## config.mk

```make
export PLATFORM = sky130hd
export DESIGN_NAME = hfl_front
export DESIGN_NICKNAME = d
export VERILOG_FILES = /design/src/hdl/hfl_pkg.sv /design/src/hdl/hfl_front.sv
export SDC_FILE = /design/constraint.sdc
export NUM_CORES = 1
export LEC_CHECK = 0
export ABC_CLOCK_PERIOD_IN_PS = 1200
export BUFFER_PORTS_ARGS = -buffer_cell sky130_fd_sc_hd__buf_2
export CORE_UTILIZATION = 30
export DETAILED_ROUTE_END_ITERATION = 8
export PLACE_DENSITY_LB_ADDON = 0.05
export SYNTH_ARGS = -nofsm -noshare
export SYNTH_HDL_FRONTEND = slang
export SYNTH_SLANG_ARGS = --single-unit
```

## constraint.sdc

```tcl
create_clock -name clk -period 1.2 [get_ports clk]
set_input_delay 0.3 -clock clk [delete_from_list [all_inputs] [get_ports clk]]
set_output_delay 0.3 -clock clk [all_outputs]
set_load 0.01 [all_outputs]
```

## src/hdl/hfl_pkg.sv

```systemverilog
`timescale 1ns / 1ps
`default_nettype none
package hfl_pkg;

  localparam int FRAME_LEN     = 64;
  localparam int TRANSFORM_LEN = 128;
  localparam int FL_W          = $clog2(FRAME_LEN);
  localparam int LOG_TL        = $clog2(TRANSFORM_LEN);
  localparam int BF_W          = LOG_TL - 1;
  localparam int ST_W          = $clog2(LOG_TL);
  localparam int SAMPLE_W      = 16;
  localparam int DATA_W        = 32;
  localparam int WIN_W         = 17;
  localparam int BIN_W         = 6;
  localparam int LOGP_W        = 16;
  localparam int DIV_W         = 8;
  localparam int Q_DEPTH       = 4;
  localparam int Q_PTR_W       = $clog2(Q_DEPTH);
  localparam bit HAS_PAD       = (FRAME_LEN < TRANSFORM_LEN);
  localparam logic [DIV_W-1:0] LOG_DIV_RESET = 8'd15;

  localparam int WIN_DEN = FRAME_LEN - 1;
  localparam int TW_DEN  = TRANSFORM_LEN;
  localparam int TS_DEN  = 4 * TRANSFORM_LEN;

  localparam logic [63:0]        ONE_Q30     = 64'd1073741824;
  localparam logic signed [63:0] ONE_Q30_S   = 64'sd1073741824;
  localparam logic [63:0]        HALF_PI_Q30 = 64'd1686629713;
  localparam logic signed [31:0] LOG10_2_Q32 = 32'sd1292913986;

  typedef struct packed {
    logic signed [SAMPLE_W-1:0] sample;
    logic [FL_W-1:0]            idx;
    logic                       last;
  } hfl_word_t;

  typedef struct packed {
    logic [FL_W-1:0]          idx;
    logic                     last;
    logic signed [DATA_W-1:0] re;
    logic signed [DATA_W-1:0] im;
  } bin_req_t;

  typedef enum logic [3:0] {
    CS_COLLECT, CS_ZERO, CS_RD, CS_M0, CS_M1, CS_M2, CS_M3, CS_ADD, CS_WA, CS_WB,
    CS_BIN_RD, CS_BIN_SEND
  } core_state_t;

  typedef enum logic [3:0] {
    LS_IDLE, LS_SQA, LS_SQB, LS_ZCHK, LS_NORM, LS_SQR, LS_MUL, LS_PREP, LS_DIV,
    LS_FIX, LS_OUT
  } log_state_t;

  typedef logic [WIN_W-1:0]         win_tab_t [FRAME_LEN];
  typedef logic signed [DATA_W-1:0] tw_tab_t  [TRANSFORM_LEN];

  function automatic logic signed [63:0] cos_core(input logic [63:0] x);
    logic [63:0] y;
    logic [63:0] t;
    y = (x * x) >> 30;
    t = ONE_Q30;
    t = ONE_Q30 - ((y * t) >> 30) / 64'd132;
    t = ONE_Q30 - ((y * t) >> 30) / 64'd90;
    t = ONE_Q30 - ((y * t) >> 30) / 64'd56;
    t = ONE_Q30 - ((y * t) >> 30) / 64'd30;
    t = ONE_Q30 - ((y * t) >> 30) / 64'd12;
    return ONE_Q30_S - $signed(((y * t) >> 30) / 64'd2);
  endfunction

  function automatic logic signed [63:0] quad_cos(input logic [1:0] q, input logic [63:0] x);
    logic [63:0] comp;
    comp = HALF_PI_Q30 - x;
    unique case (q)
      2'd0: return cos_core(x);
      2'd1: return -cos_core(comp);
      2'd2: return -cos_core(x);
      default: return cos_core(comp);
    endcase
  endfunction

  function automatic logic [WIN_W-1:0] win_coef(input int i);
    logic [63:0]        n;
    logic [63:0]        q;
    logic [63:0]        r;
    logic [63:0]        x;
    logic signed [63:0] c;
    logic signed [63:0] num;
    logic signed [63:0] w;
    n   = 64'(i) % 64'(WIN_DEN);
    q   = (64'd4 * n) / 64'(WIN_DEN);
    r   = 64'd4 * n - q * 64'(WIN_DEN);
    x   = HALF_PI_Q30 * r / 64'(WIN_DEN);
    c   = quad_cos(q[1:0], x);
    num = 64'sd54 * ONE_Q30_S - 64'sd46 * c;
    w   = (num + 64'sd1638400) / 64'sd3276800;
    return w[WIN_W-1:0];
  endfunction

  function automatic logic signed [DATA_W-1:0] tw_cos_val(input int k);
    logic [63:0]        n;
    logic [63:0]        q;
    logic [63:0]        r;
    logic [63:0]        x;
    logic signed [63:0] c;
    n = 64'(k) % 64'(TW_DEN);
    q = (64'd4 * n) / 64'(TW_DEN);
    r = 64'd4 * n - q * 64'(TW_DEN);
    x = HALF_PI_Q30 * r / 64'(TW_DEN);
    c = quad_cos(q[1:0], x);
    return c[DATA_W-1:0];
  endfunction

  function automatic logic signed [DATA_W-1:0] tw_sin_val(input int k);
    logic [63:0]        n;
    logic [63:0]        q;
    logic [63:0]        r;
    logic [63:0]        x;
    logic signed [63:0] c;
    n = (64'd4 * 64'(k) + 64'd3 * 64'(TRANSFORM_LEN)) % 64'(TS_DEN);
    q = (64'd4 * n) / 64'(TS_DEN);
    r = 64'd4 * n - q * 64'(TS_DEN);
    x = HALF_PI_Q30 * r / 64'(TS_DEN);
    c = quad_cos(q[1:0], x);
    return c[DATA_W-1:0];
  endfunction

  function automatic win_tab_t build_win();
    win_tab_t t;
    for (int i = 0; i < FRAME_LEN; i++) t[i] = win_coef(i);
    return t;
  endfunction

  function automatic tw_tab_t build_tw_cos();
    tw_tab_t t;
    for (int k = 0; k < TRANSFORM_LEN; k++) t[k] = tw_cos_val(k);
    return t;
  endfunction

  function automatic tw_tab_t build_tw_sin();
    tw_tab_t t;
    for (int k = 0; k < TRANSFORM_LEN; k++) t[k] = tw_sin_val(k);
    return t;
  endfunction

  localparam win_tab_t WIN_TAB    = build_win();
  localparam tw_tab_t  TW_COS_TAB = build_tw_cos();
  localparam tw_tab_t  TW_SIN_TAB = build_tw_sin();

  function automatic logic [LOG_TL-1:0] bitrev(input logic [LOG_TL-1:0] v);
    logic [LOG_TL-1:0] r;
    for (int b = 0; b < LOG_TL; b++) r[LOG_TL-1-b] = v[b];
    return r;
  endfunction

  function automatic logic signed [DATA_W-1:0] sat32(input logic signed [DATA_W+2:0] v);
    if (v > 35'sd2147483647) return 32'sh7fffffff;
    if (v < -35'sd2147483648) return 32'sh80000000;
    return v[DATA_W-1:0];
  endfunction

endpackage
`default_nettype wire

```

## src/hdl/hfl_front.sv

```systemverilog
`timescale 1ns / 1ps
`default_nettype none
module hfl_front import hfl_pkg::*; (
  input  wire logic                       clk,
  input  wire logic                       rst_n,
  input  wire logic                       in_valid,
  output logic                            in_ready,
  input  wire logic signed [SAMPLE_W-1:0] in_pcm_sample,
  output logic                            push_valid,
  input  wire logic                       push_ready,
  output hfl_word_t                       push_word
);

  logic [FL_W-1:0] fill_r, fill_nxt;
  logic            at_end;

  assign at_end     = (fill_r == FL_W'(FRAME_LEN - 1));
  assign in_ready   = push_ready;
  assign push_valid = in_valid;

  always_comb begin
    push_word.sample = in_pcm_sample;
    push_word.idx    = fill_r;
    push_word.last   = at_end;
    fill_nxt         = fill_r;
    if (in_valid && push_ready) begin
      fill_nxt = at_end ? '0 : fill_r + 1'b1;
    end
  end

  always_ff @(posedge clk) begin
    if (!rst_n) begin
      fill_r <= '0;
    end else begin
      fill_r <= fill_nxt;
    end
  end

endmodule
`default_nettype wire

```

Word-level counts from Yosys, hierarchy flattened
Cells that the tools add are included.

$add $sub $neg: 1. Multipliers: 0. Div/mod/pow operators: 0. Order comparisons: 0. Equality and inequality tests: 1. Shift operators: 0. Mux-type cells: 1. Bitwise gates (word level): 0. Reduce and logical (&&, ||, !) cells: 1.

Operator list (count): 6-bit by 1-bit adder with 6-bit output, second input constant (1); 6-bit == test, second input constant (1); 6-bit two-way mux (1); 1-bit logical AND (1).

Bits in registers: 6. Latch bits: 0. Memory bits (writable): 0. Memory bits (read-only): 0. Input bits: 20. Output and inout port bits: 25. Word-level logic and storage cells: 5. Memories: 0.

Logic depth before layout (Yosys ltp)
Gate-level depths: netlist (run 1).

Depth in word-level cells: 2. Depth in mapped cells: 4.

Worst setup path after synthesis (run 1)
Ideal clock, no wire load.

Path type: flip-flop to flip-flop. From: register fill_r[0]. To: register fill_r[4]. Setup time: 70 ps. Arrival time: 1180 ps. Path slack: -50 ps. Cell stages (with the launch flop): 5. Period minus slack after synthesis: 1250 ps. Cell sequence: dfxtp_1 -> ha_1 -> nand3_1 -> or3_1 -> a21oi_1.

Longest elaborated chain between the ends: 2. Elaborated cells on any way between the ends: 3.

RTL lines: start, declared (line hfl_front.sv:14) `logic [FL_W-1:0] fill_r, fill_nxt;`; start signal, assigned (line hfl_front.sv:35) `fill_r <= fill_nxt;`; 6-bit by 1-bit adder with 6-bit output / 6-bit == test (equally long branches) (line hfl_front.sv:27, hfl_front.sv:17); 6-bit two-way mux (*) (line hfl_front.sv:27) `fill_nxt = at_end ? '0 : fill_r + 1'b1;`.

Mark *: on every way between the ends. The rest lies on a longest branch, timed or not. A chain may end at the register's enable or synchronous reset.

Worst setup path after layout (run 1)
From: register fill_r[1]. To: register fill_r[4].

Same word-level chain as after synthesis.

==> results of run 1 <==
==> placed cells by master, fill, tap and decap left out <==
| cell | Yosys | routed |
|---|---|---|
| sky130_fd_sc_hd__a311o_1 | 1 | 1 |
| sky130_fd_sc_hd__nor3_1 | 1 | 1 |
| sky130_fd_sc_hd__and4_4 | 1 | 1 |
| sky130_fd_sc_hd__nand3_4 | 0 | 1 |
| sky130_fd_sc_hd__nor2_2 | 0 | 1 |
| sky130_fd_sc_hd__clkbuf_4 | 0 | 3 |
| sky130_fd_sc_hd__a21oi_2 | 0 | 1 |
| sky130_fd_sc_hd__or3_1 | 1 | 1 |
| sky130_fd_sc_hd__nand2_1 | 6 | 5 |
| sky130_fd_sc_hd__nor4_1 | 1 | 1 |
| sky130_fd_sc_hd__and3_4 | 1 | 1 |
| sky130_fd_sc_hd__dfxtp_1 | 6 | 1 |
| sky130_fd_sc_hd__ha_4 | 0 | 1 |
| sky130_fd_sc_hd__nand2_2 | 0 | 1 |
| sky130_fd_sc_hd__nor2_1 | 2 | 1 |
| sky130_fd_sc_hd__xor2_1 | 1 | 1 |
| sky130_fd_sc_hd__o21ai_1 | 0 | 1 |
| sky130_fd_sc_hd__inv_1 | 1 | 1 |
| sky130_fd_sc_hd__and3_2 | 1 | 1 |
| sky130_fd_sc_hd__dfxtp_2 | 0 | 2 |
| sky130_fd_sc_hd__nand3_1 | 3 | 2 |
| sky130_fd_sc_hd__dfxtp_4 | 0 | 3 |
| sky130_fd_sc_hd__a311oi_1 | 1 | 1 |
| sky130_fd_sc_hd__buf_2 | 0 | 11 |
| sky130_fd_sc_hd__buf_6 | 0 | 3 |
| sky130_fd_sc_hd__buf_4 | 19 | 3 |
| sky130_fd_sc_hd__a21oi_1 | 5 | 4 |
| sky130_fd_sc_hd__o21ai_2 | 0 | 1 |
==> worst max path at each step <==
stage,start,to,slack [ns]
3_5_place_dp,fill_r[0],fill_r[4],0.01
5_1_grt,fill_r[1],push_word[0],-0.15
4_1_cts,fill_r[1],push_word[0],-0.13
6_report,fill_r[1],fill_r[4],-0.09
2_1_floorplan,fill_r[0],fill_r[4],0.03
3_3_place_gp,fill_r[0],fill_r[4],0.05
==> worst max-delay path, stage by stage, from the launching register on <==
cell,delay [ns]
sky130_fd_sc_hd__dfxtp_4,0.36
sky130_fd_sc_hd__ha_4,0.13
sky130_fd_sc_hd__buf_4,0.10
sky130_fd_sc_hd__buf_6,0.09
sky130_fd_sc_hd__nand3_4,0.07
sky130_fd_sc_hd__or3_1,0.35
sky130_fd_sc_hd__a21oi_1,0.12
==> timing repair <==
item,4_1_cts,5_1_grt
endpoints found under the setup margin,2,6
endpoints found under the hold margin,0,0
resized for setup,6,13
setup buffers,3,1
pin swaps,2,5
==> stage by stage <==
step / TNS (ns) / cell area (sq um)
final: -0.251 / 495
after floorplan: 0 / 437
after CTS: -0.132 / 447
after detailed placement: 0 / 380
after global routing: -0.518 / 495
after global placement: 0 / 380
==> power groups by stage <==
stage          registers [uW]  clock network (uW)  logic (uW)
3_5_place_dp              212                   0        32.3
6_report                  203                 193        49.8
2_1_floorplan             213                   0        72.8
3_3_place_gp              212                   0        32.3
5_1_grt                   203                 207        55.1
4_1_cts                   204                 197        40.8
==> final cells by class <==
type                            instances  area, sq um  share of cell area (%)
Inverter                                1         3.75                   0.758
Timing Repair Buffer                   17          111                    22.5
Clock buffer                            3         22.5                    4.55
Tap cell                               15         18.8                    3.79
Multi-Input combinational cell         28          205                    41.4
Sequential cell                         6          134                    27.0
==> layer usage <==
layer / GRT usage [%] / vias to the layer above
met4: 18.1 / 0
met3: 1.67 / 16
met5: 0 / -
li1: - / 172
met1: 19.3 / 161
met2: 18.5 / 18
==> kinds of logic after synthesis <==
family / after synthesis
compound gates: 9
xor+xnor: 1
fa+ha+maj: 1
buf+inv: 20
flops: 6
simple gates: 17
==> impl_summary.log, run 1 <==
INFO  metric top_level_ports = 45
INFO  metric async_flop_share = 0%
INFO  metric timing.final.max_slew_violations = 0
INFO  metric path_clk_slew = 0.05 ns
INFO  metric number_of_cells_traversed_by_the_worst_register_to_register_path = 6
INFO  metric number_of_placed_instances_with_taps_included = 63
INFO  metric fraction_of_the_mapped_netlist_area_in_compound_gates = 12.4%
INFO  metric synth_commonest_cells = 19 x sky130_fd_sc_hd__buf_4, 6 x sky130_fd_sc_hd__dfxtp_1, 6 x sky130_fd_sc_hd__nand2_1
INFO  metric detailedRoute.firstIterationViolations = 4
INFO  metric clock_sinks = 6
INFO  metric setup.worst_path.start_class = flop
INFO  metric worst_pin_slew = 0.208 ns
INFO  metric postRouteWirelength = 1.05 mm
INFO  metric grt.overflow.total = 0
INFO  metric yosys.area.top_type = sky130_fd_sc_hd__buf_4
INFO  metric fmaxAchievable = 0.772 GHz
INFO  metric hold-path-endpoint = fill_r[2]
INFO  metric yosysSeqAreaShare = 27.7%
INFO  metric pwr-share-clk = 43.3%
INFO  metric insertedDiodeCount = 0
INFO  metric post_cts_hold_buffer_count = 0
INFO  metric power.static_leakage = 0.000203 uW
INFO  metric design.core.area = 1320 sq um
INFO  metric number_of_clock_buffers_inserted_by_tritoncts = 3
INFO  metric cts.path.max_buffers = 2
INFO  metric grt_pass1_vias = 360
INFO  metric biggestRegsByFlops = fill_r: 6 flops
INFO  metric post_synth_num_cell_types = 18
INFO  metric post_synth_inst_count = 54
INFO  metric post-synth-top-area-fraction = 32.9%
INFO  metric wl_per_cell = 15.0 microns
INFO  metric synth_most_common_cell = sky130_fd_sc_hd__buf_4
INFO  metric fin_total_pwr = 445 uW
INFO  metric hold_class = primary input to flop
INFO  metric cp_data_arrival_time = 1.47 ns
INFO  metric synth_area_leaders = sky130_fd_sc_hd__buf_4 33%, sky130_fd_sc_hd__dfxtp_1 28%, sky130_fd_sc_hd__a21oi_1 5.8%
INFO  metric setup.worst_path.class = flop to flop
INFO  metric initial_utilization = 33.0%
INFO  metric whs_path_depth = 3
INFO  metric rows = 13
INFO  metric ir_worst_vdd = 0.518 mV
INFO  metric dominant_combinational_cell_family_by_area_after_synthesis = buffers and inverters
INFO  metric grt_pass1_wl = 1.57 mm
INFO  metric share_comb_of_total_power = 11.2%
INFO  metric power_switching_share = 24.9%
INFO  metric layout.core_utilization = 37.6%
INFO  metric layout.filler_cells = 137
INFO  metric largest_register_ff_count = 6
INFO  metric endpoint_kind = flop
INFO  metric net-switching-power = 111 uW
INFO  metric dieHeight = 40.0 microns
INFO  metric seq_power_share = 45.5%
INFO  metric max_flop_register = fill_r
INFO  metric via_per_inst = 5.24
INFO  metric average_cell_area_after_synthesis = 8.04 sq um
INFO  metric cts-htree-levels = 1
INFO  metric die_width = 40.0 microns
INFO  metric antenna_violating_nets_post_route = 0
INFO  metric cap_viol_max_count = 0
INFO  metric route.vias.total = 367
INFO  metric worstSkewPairLatency = 0.24 ns
INFO  metric dominantRegCellSynth = sky130_fd_sc_hd__dfxtp_1
INFO  metric library_cell_used_as_clock_root_buffer = sky130_fd_sc_hd__clkbuf_4
INFO  metric synth.mux.area_fraction = 0%
INFO  metric post-route-drc-count = 0
INFO  metric stdcell_count = 70
INFO  metric grt_usage = 14.7%
INFO  metric worst_hold_startpoint = rst_n
INFO  metric r2r_end = fill_r[4]
INFO  metric grt_antenna_before_repair = 0
INFO  metric crit_required = 1.37 ns
INFO  metric synthSimpleGateAreaFrac = 21.3%
INFO  metric detailedPlace.worstSlack = 0.0142 ns
INFO  metric fin_worst_skew = 0.000771 ns
INFO  metric layout_setup_ws = -0.0946 ns
INFO  metric grt_start_max_net_pins = 8
INFO  metric r2r_start = fill_r[1]
INFO  metric max_slew_margin = 86.0%
INFO  metric yosys.area_share.adder = 2.88%
INFO  metric drive_gt1_share = 61.8%
INFO  metric synth.ff_latch_count = 6
INFO  metric ys_warn_count = 0
INFO  metric unrepaired_setup_endpoints_after_global_routing = true
INFO  metric place_hpwl = 688 microns
INFO  metric setup-violations-final = 4
INFO  metric period_utilization_post_route = 108%
INFO  metric met1_length = 413 microns
INFO  metric port-buffer-count = 12
INFO  metric pwr_density_cell = 899 nW/um^2
INFO  metric timing.hold.ws = 0.370 ns
INFO  metric outcome = complete, but fails checks
INFO  metric place.gp.congestion = 0.718
INFO  metric layout-area-overhead-vs-synth = 14.1%
INFO  metric met3RoutedLength = 84 microns
INFO  metric synthXorXnorAreaFrac = 2.02%
INFO  metric final_net_count = 78
INFO  metric met2WireLength = 465 microns
INFO  metric netlist_area_before_placement = 434 sq um
INFO  metric top_signal_layer_used = met4
INFO  metric critPathMaxFanout = 3
INFO  metric cell_internal_pwr = 334 uW
INFO  metric number_of_synthesized_flops_with_an_enable_pin = 0
INFO  metric hold_violations = 0
INFO  metric final_period_minus_worst_setup_slack = 1.29 ns
INFO  metric violations_in_the_final_reports = setup timing
INFO  metric syn-num-nets = 75
INFO  metric r2r_setup_slack = -0.09 ns
INFO  metric dr.pass1.iters = 2
INFO  metric cts_tree = done
INFO  metric design.die.area = 1600 sq um
Note: power is estimated with default switching activity, not from simulation.
==> inputs of run 2 (changes only) <==
==> constraint.sdc (replaced) <==
create_clock -name clk -period 1.2 [get_ports clk]
set_input_delay 0.24 -clock clk [delete_from_list [all_inputs] [get_ports clk]]
set_output_delay 0.24 -clock clk [all_outputs]
set_load 0.01 [all_outputs]
==> impl_summary.log, run 2 (synthesis gave the netlist of run 1 again) <==
INFO  metric final_period_minus_worst_setup_slack = 1.24 ns (was 1.29 ns)
INFO  metric critPathMaxFanout = 2 (was 3)
INFO  metric timing.setup.tns = -0.0444 ns (was -0.251 ns)
INFO  metric outcome = complete, but fails checks (unchanged)
INFO  metric critPathMaxStageDelay = 0.35 ns (was 0.36 ns)
INFO  metric route.vias.total = 357 (was 367)
INFO  metric violations_in_the_final_reports = setup timing (unchanged)
INFO  metric initial_utilization = 33.0% (unchanged)
INFO  metric die_width = 40.0 microns (unchanged)
INFO  metric layout.filler_cells = 136 (was 137)
INFO  metric cap_viol_max_count = 0 (unchanged)
INFO  metric r2r_end = fill_r[4] (unchanged)
INFO  metric pwr-share-clk = 42.8% (was 43.3%)
INFO  metric worst_hold_startpoint = rst_n (unchanged)
INFO  metric power.static_leakage = 0.000193 uW (was 0.000203 uW)
INFO  metric critical_path.cell_chain = ha_4 -> nand2_2 -> nor2_1 -> buf_2 (was ha_4 -> buf_4 -> buf_6 -> nand3_4 -> or3_1 -> a21oi_1)
INFO  metric grt_antenna_before_repair = 0 (unchanged)
INFO  metric setup.worst_path.class = flop to primary output (was flop to flop)
INFO  metric antenna_violating_nets_post_route = 0 (unchanged)
INFO  metric layout.core_utilization = 35.5% (was 37.6%)
INFO  metric postRouteWirelength = 1.04 mm (was 1.05 mm)
INFO  metric r2r_start = fill_r[1] (unchanged)
INFO  metric top_level_ports = 45 (unchanged)
INFO  metric detailedRoute.firstIterationViolations = 4 (unchanged)
INFO  metric setup.worst_path.start_class = flop (unchanged)
INFO  metric net-switching-power = 103 uW (was 111 uW)
INFO  metric crit_required = 0.96 ns (was 1.37 ns)
INFO  metric cell_internal_pwr = 333 uW (was 334 uW)
INFO  metric layout-area-overhead-vs-synth = 7.78% (was 14.1%)
INFO  metric cp_data_arrival_time = 1.00 ns (was 1.47 ns)
INFO  metric final_common_cell = sky130_fd_sc_hd__buf_2 (unchanged)
INFO  metric layout_setup_ws = -0.0444 ns (was -0.0946 ns)
INFO  metric post-route-cell-area = 468 sq um (was 495 sq um)
INFO  metric hold_violations = 0 (unchanged)
INFO  metric share_comb_of_total_power = 10.2% (was 11.2%)
INFO  metric timing.final.max_slew_violations = 0 (unchanged)
INFO  metric pwr_density_cell = 930 nW/um^2 (was 899 nW/um^2)
INFO  metric r2r_setup_slack = 0.05 ns (was -0.09 ns)
INFO  metric period_utilization_post_route = 104% (was 108%)
INFO  metric postPlaceCellArea = 380 sq um (unchanged)
INFO  metric path_clk_slew = 0.05 ns (about the same)
INFO  metric via_per_inst = 5.17 (was 5.24)
INFO  metric endpoint_kind = primary output (was flop)
INFO  metric ir_worst_vdd = 0.490 mV (was 0.518 mV)
INFO  metric groute.layer.met3.usage = 2.22% (was 1.67%)
INFO  metric dieHeight = 40.0 microns (unchanged)
INFO  metric grt_start_max_net_pins = 8 (unchanged)
INFO  metric port-buffer-count = 12 (unchanged)
INFO  metric max_slew_margin = 84.8% (was 86.0%)
INFO  metric place_hpwl = 714 microns (was 688 microns)
INFO  metric fin_worst_skew = 0.000497 ns (was 0.000771 ns)
INFO  metric worstSkewPairLatency = 0.24 ns (about the same)
INFO  metric fin_total_pwr = 435 uW (was 445 uW)
INFO  metric wl_per_cell = 15.0 microns (about the same)
INFO  metric globalRouteMet1Util = 16.3% (was 19.3%)
INFO  metric cts.path.max_buffers = 2 (unchanged)
INFO  metric insertedDiodeCount = 0 (unchanged)
INFO  metric cts_tree = done (unchanged)
INFO  metric grt_pass1_wl = 1.58 mm (was 1.57 mm)
INFO  metric post-route-drc-count = 0 (unchanged)
INFO  metric cts-htree-levels = 1 (unchanged)
INFO  metric dr.pass1.iters = 4 (was 2)
INFO  metric grt_pass1_vias = 368 (was 360)
INFO  metric design.die.area = 1600 sq um (unchanged)
INFO  metric drive_gt1_share = 57.4% (was 61.8%)
INFO  metric place.gp.congestion = 0.717 (was 0.718)
INFO  metric crit_path_top_delay_cell = sky130_fd_sc_hd__dfxtp_4 (unchanged)
INFO  metric globalRouteMet2Util = 21.4% (was 18.5%)
INFO  metric hold_class = primary input to flop (unchanged)
INFO  metric biggestRegsByFlops = fill_r: 6 flops (unchanged)
INFO  metric setup-violations-final = 1 (was 4)
INFO  metric design.core.area = 1320 sq um (unchanged)
INFO  metric fmaxAchievable = 0.804 GHz (was 0.772 GHz)
INFO  metric number_of_clock_buffers_inserted_by_tritoncts = 3 (unchanged)
INFO  metric grt.overflow.total = 0 (unchanged)
INFO  metric max_flop_register = fill_r (unchanged)
INFO  metric seq_power_share = 47.0% (was 45.5%)
INFO  metric number_of_cells_traversed_by_the_worst_register_to_register_path = 5 (was 6)
INFO  metric mostFrequentLayoutCells = 12 x sky130_fd_sc_hd__buf_2, 5 x sky130_fd_sc_hd__nand2_1, 5 x sky130_fd_sc_hd__a21oi_1, 4 x sky130_fd_sc_hd__buf_4 (was 11 x sky130_fd_sc_hd__buf_2, 5 x sky130_fd_sc_hd__nand2_1, 4 x sky130_fd_sc_hd__a21oi_1)
INFO  metric worst_pin_slew = 0.227 ns (was 0.208 ns)
INFO  metric final_net_count = 77 (was 78)
INFO  metric unrepaired_setup_endpoints_after_global_routing = true (unchanged)
INFO  metric clock_sinks = 6 (unchanged)
INFO  metric largest_register_ff_count = 6 (unchanged)
INFO  metric grt_usage = 14.8% (was 14.7%)
INFO  metric power_switching_share = 23.6% (was 24.9%)
INFO  metric rows = 13 (unchanged)
INFO  metric hold-path-endpoint = fill_r[2] (unchanged)
INFO  metric library_cell_used_as_clock_root_buffer = sky130_fd_sc_hd__clkbuf_4 (unchanged)
INFO  metric whs_path_depth = 3 (unchanged)
INFO  metric grt_busiest_layer = met2 (was met1)
## run 2: metrics by stage
| step | hold WS (ns) | std cells | worst slack (ns) |
|---|---|---|---|
| floorplan | 0.392 | 54 | 0.0268 |
| global placement | 0.473 | 63 | 0.0505 |
| detailed placement | 0.480 | 63 | 0.0166 |
| CTS | 0.316 | 69 | -0.0683 |
| global route | 0.342 | 69 | -0.111 |
| finish | 0.328 | 69 | -0.0444 |
## run 2: power groups by stage
| stage | registers (uW) | logic, uW | clock network [uW] |
|---|---|---|---|
| 2_1_floorplan | 213 | 72.8 | 0 |
| 3_3_place_gp | 212 | 32.3 | 0 |
| 3_5_place_dp | 212 | 32.9 | 0 |
| 4_1_cts | 204 | 41.3 | 194 |
| 5_1_grt | 205 | 48.6 | 205 |
| 6_report | 205 | 44.3 | 186 |
## run 2: cell type report
cell class	instances	area, sq um	area share [%]
Timing Repair Buffer	16	90.1	19.3
Clock buffer	3	22.5	4.81
Multi-Input combinational cell	28	201	43.0
Tap cell	15	18.8	4.01
Sequential cell	6	131	28.1
Inverter	1	3.75	0.802
## run 2: repair_timing
action | CTS | global route
resized for setup | 7 | 5
pin swaps | 2 | 3
hold buffers | 0 | 0
setup buffers | 3 | 0
setup endpoints to repair | 2 | 5
## run 2: worst max-delay path: cells and delay by family, from the launching register on
| family | cells | cell delay, ns |
|---|---|---|
| flops | 1 | 0.35 |
| buf+inv | 1 | 0.13 |
| fa+ha+maj | 1 | 0.13 |
| simple gates | 2 | 0.14 |
## run 2: worst max-delay path by stage
stage / startpoint / cells after the start / end
finish: fill_r[1] / 4 / push_word[0]
global route: fill_r[1] / 4 / push_word[0]
CTS: fill_r[1] / 4 / push_word[0]
detailed placement: fill_r[0] / 5 / fill_r[4]
global placement: fill_r[0] / 4 / fill_r[4]
floorplan: fill_r[0] / 4 / fill_r[4]
## run 2: per-layer routing
layer  wire length, microns  part of all wire (%)  vias to the layer above
met3                     85                   8.2                       16
met2                    487                    47                       18
met1                    379                    37                      153
li1                       -                     -                      170
met5                      0                     0                        -
met4                     85                   8.2                        0
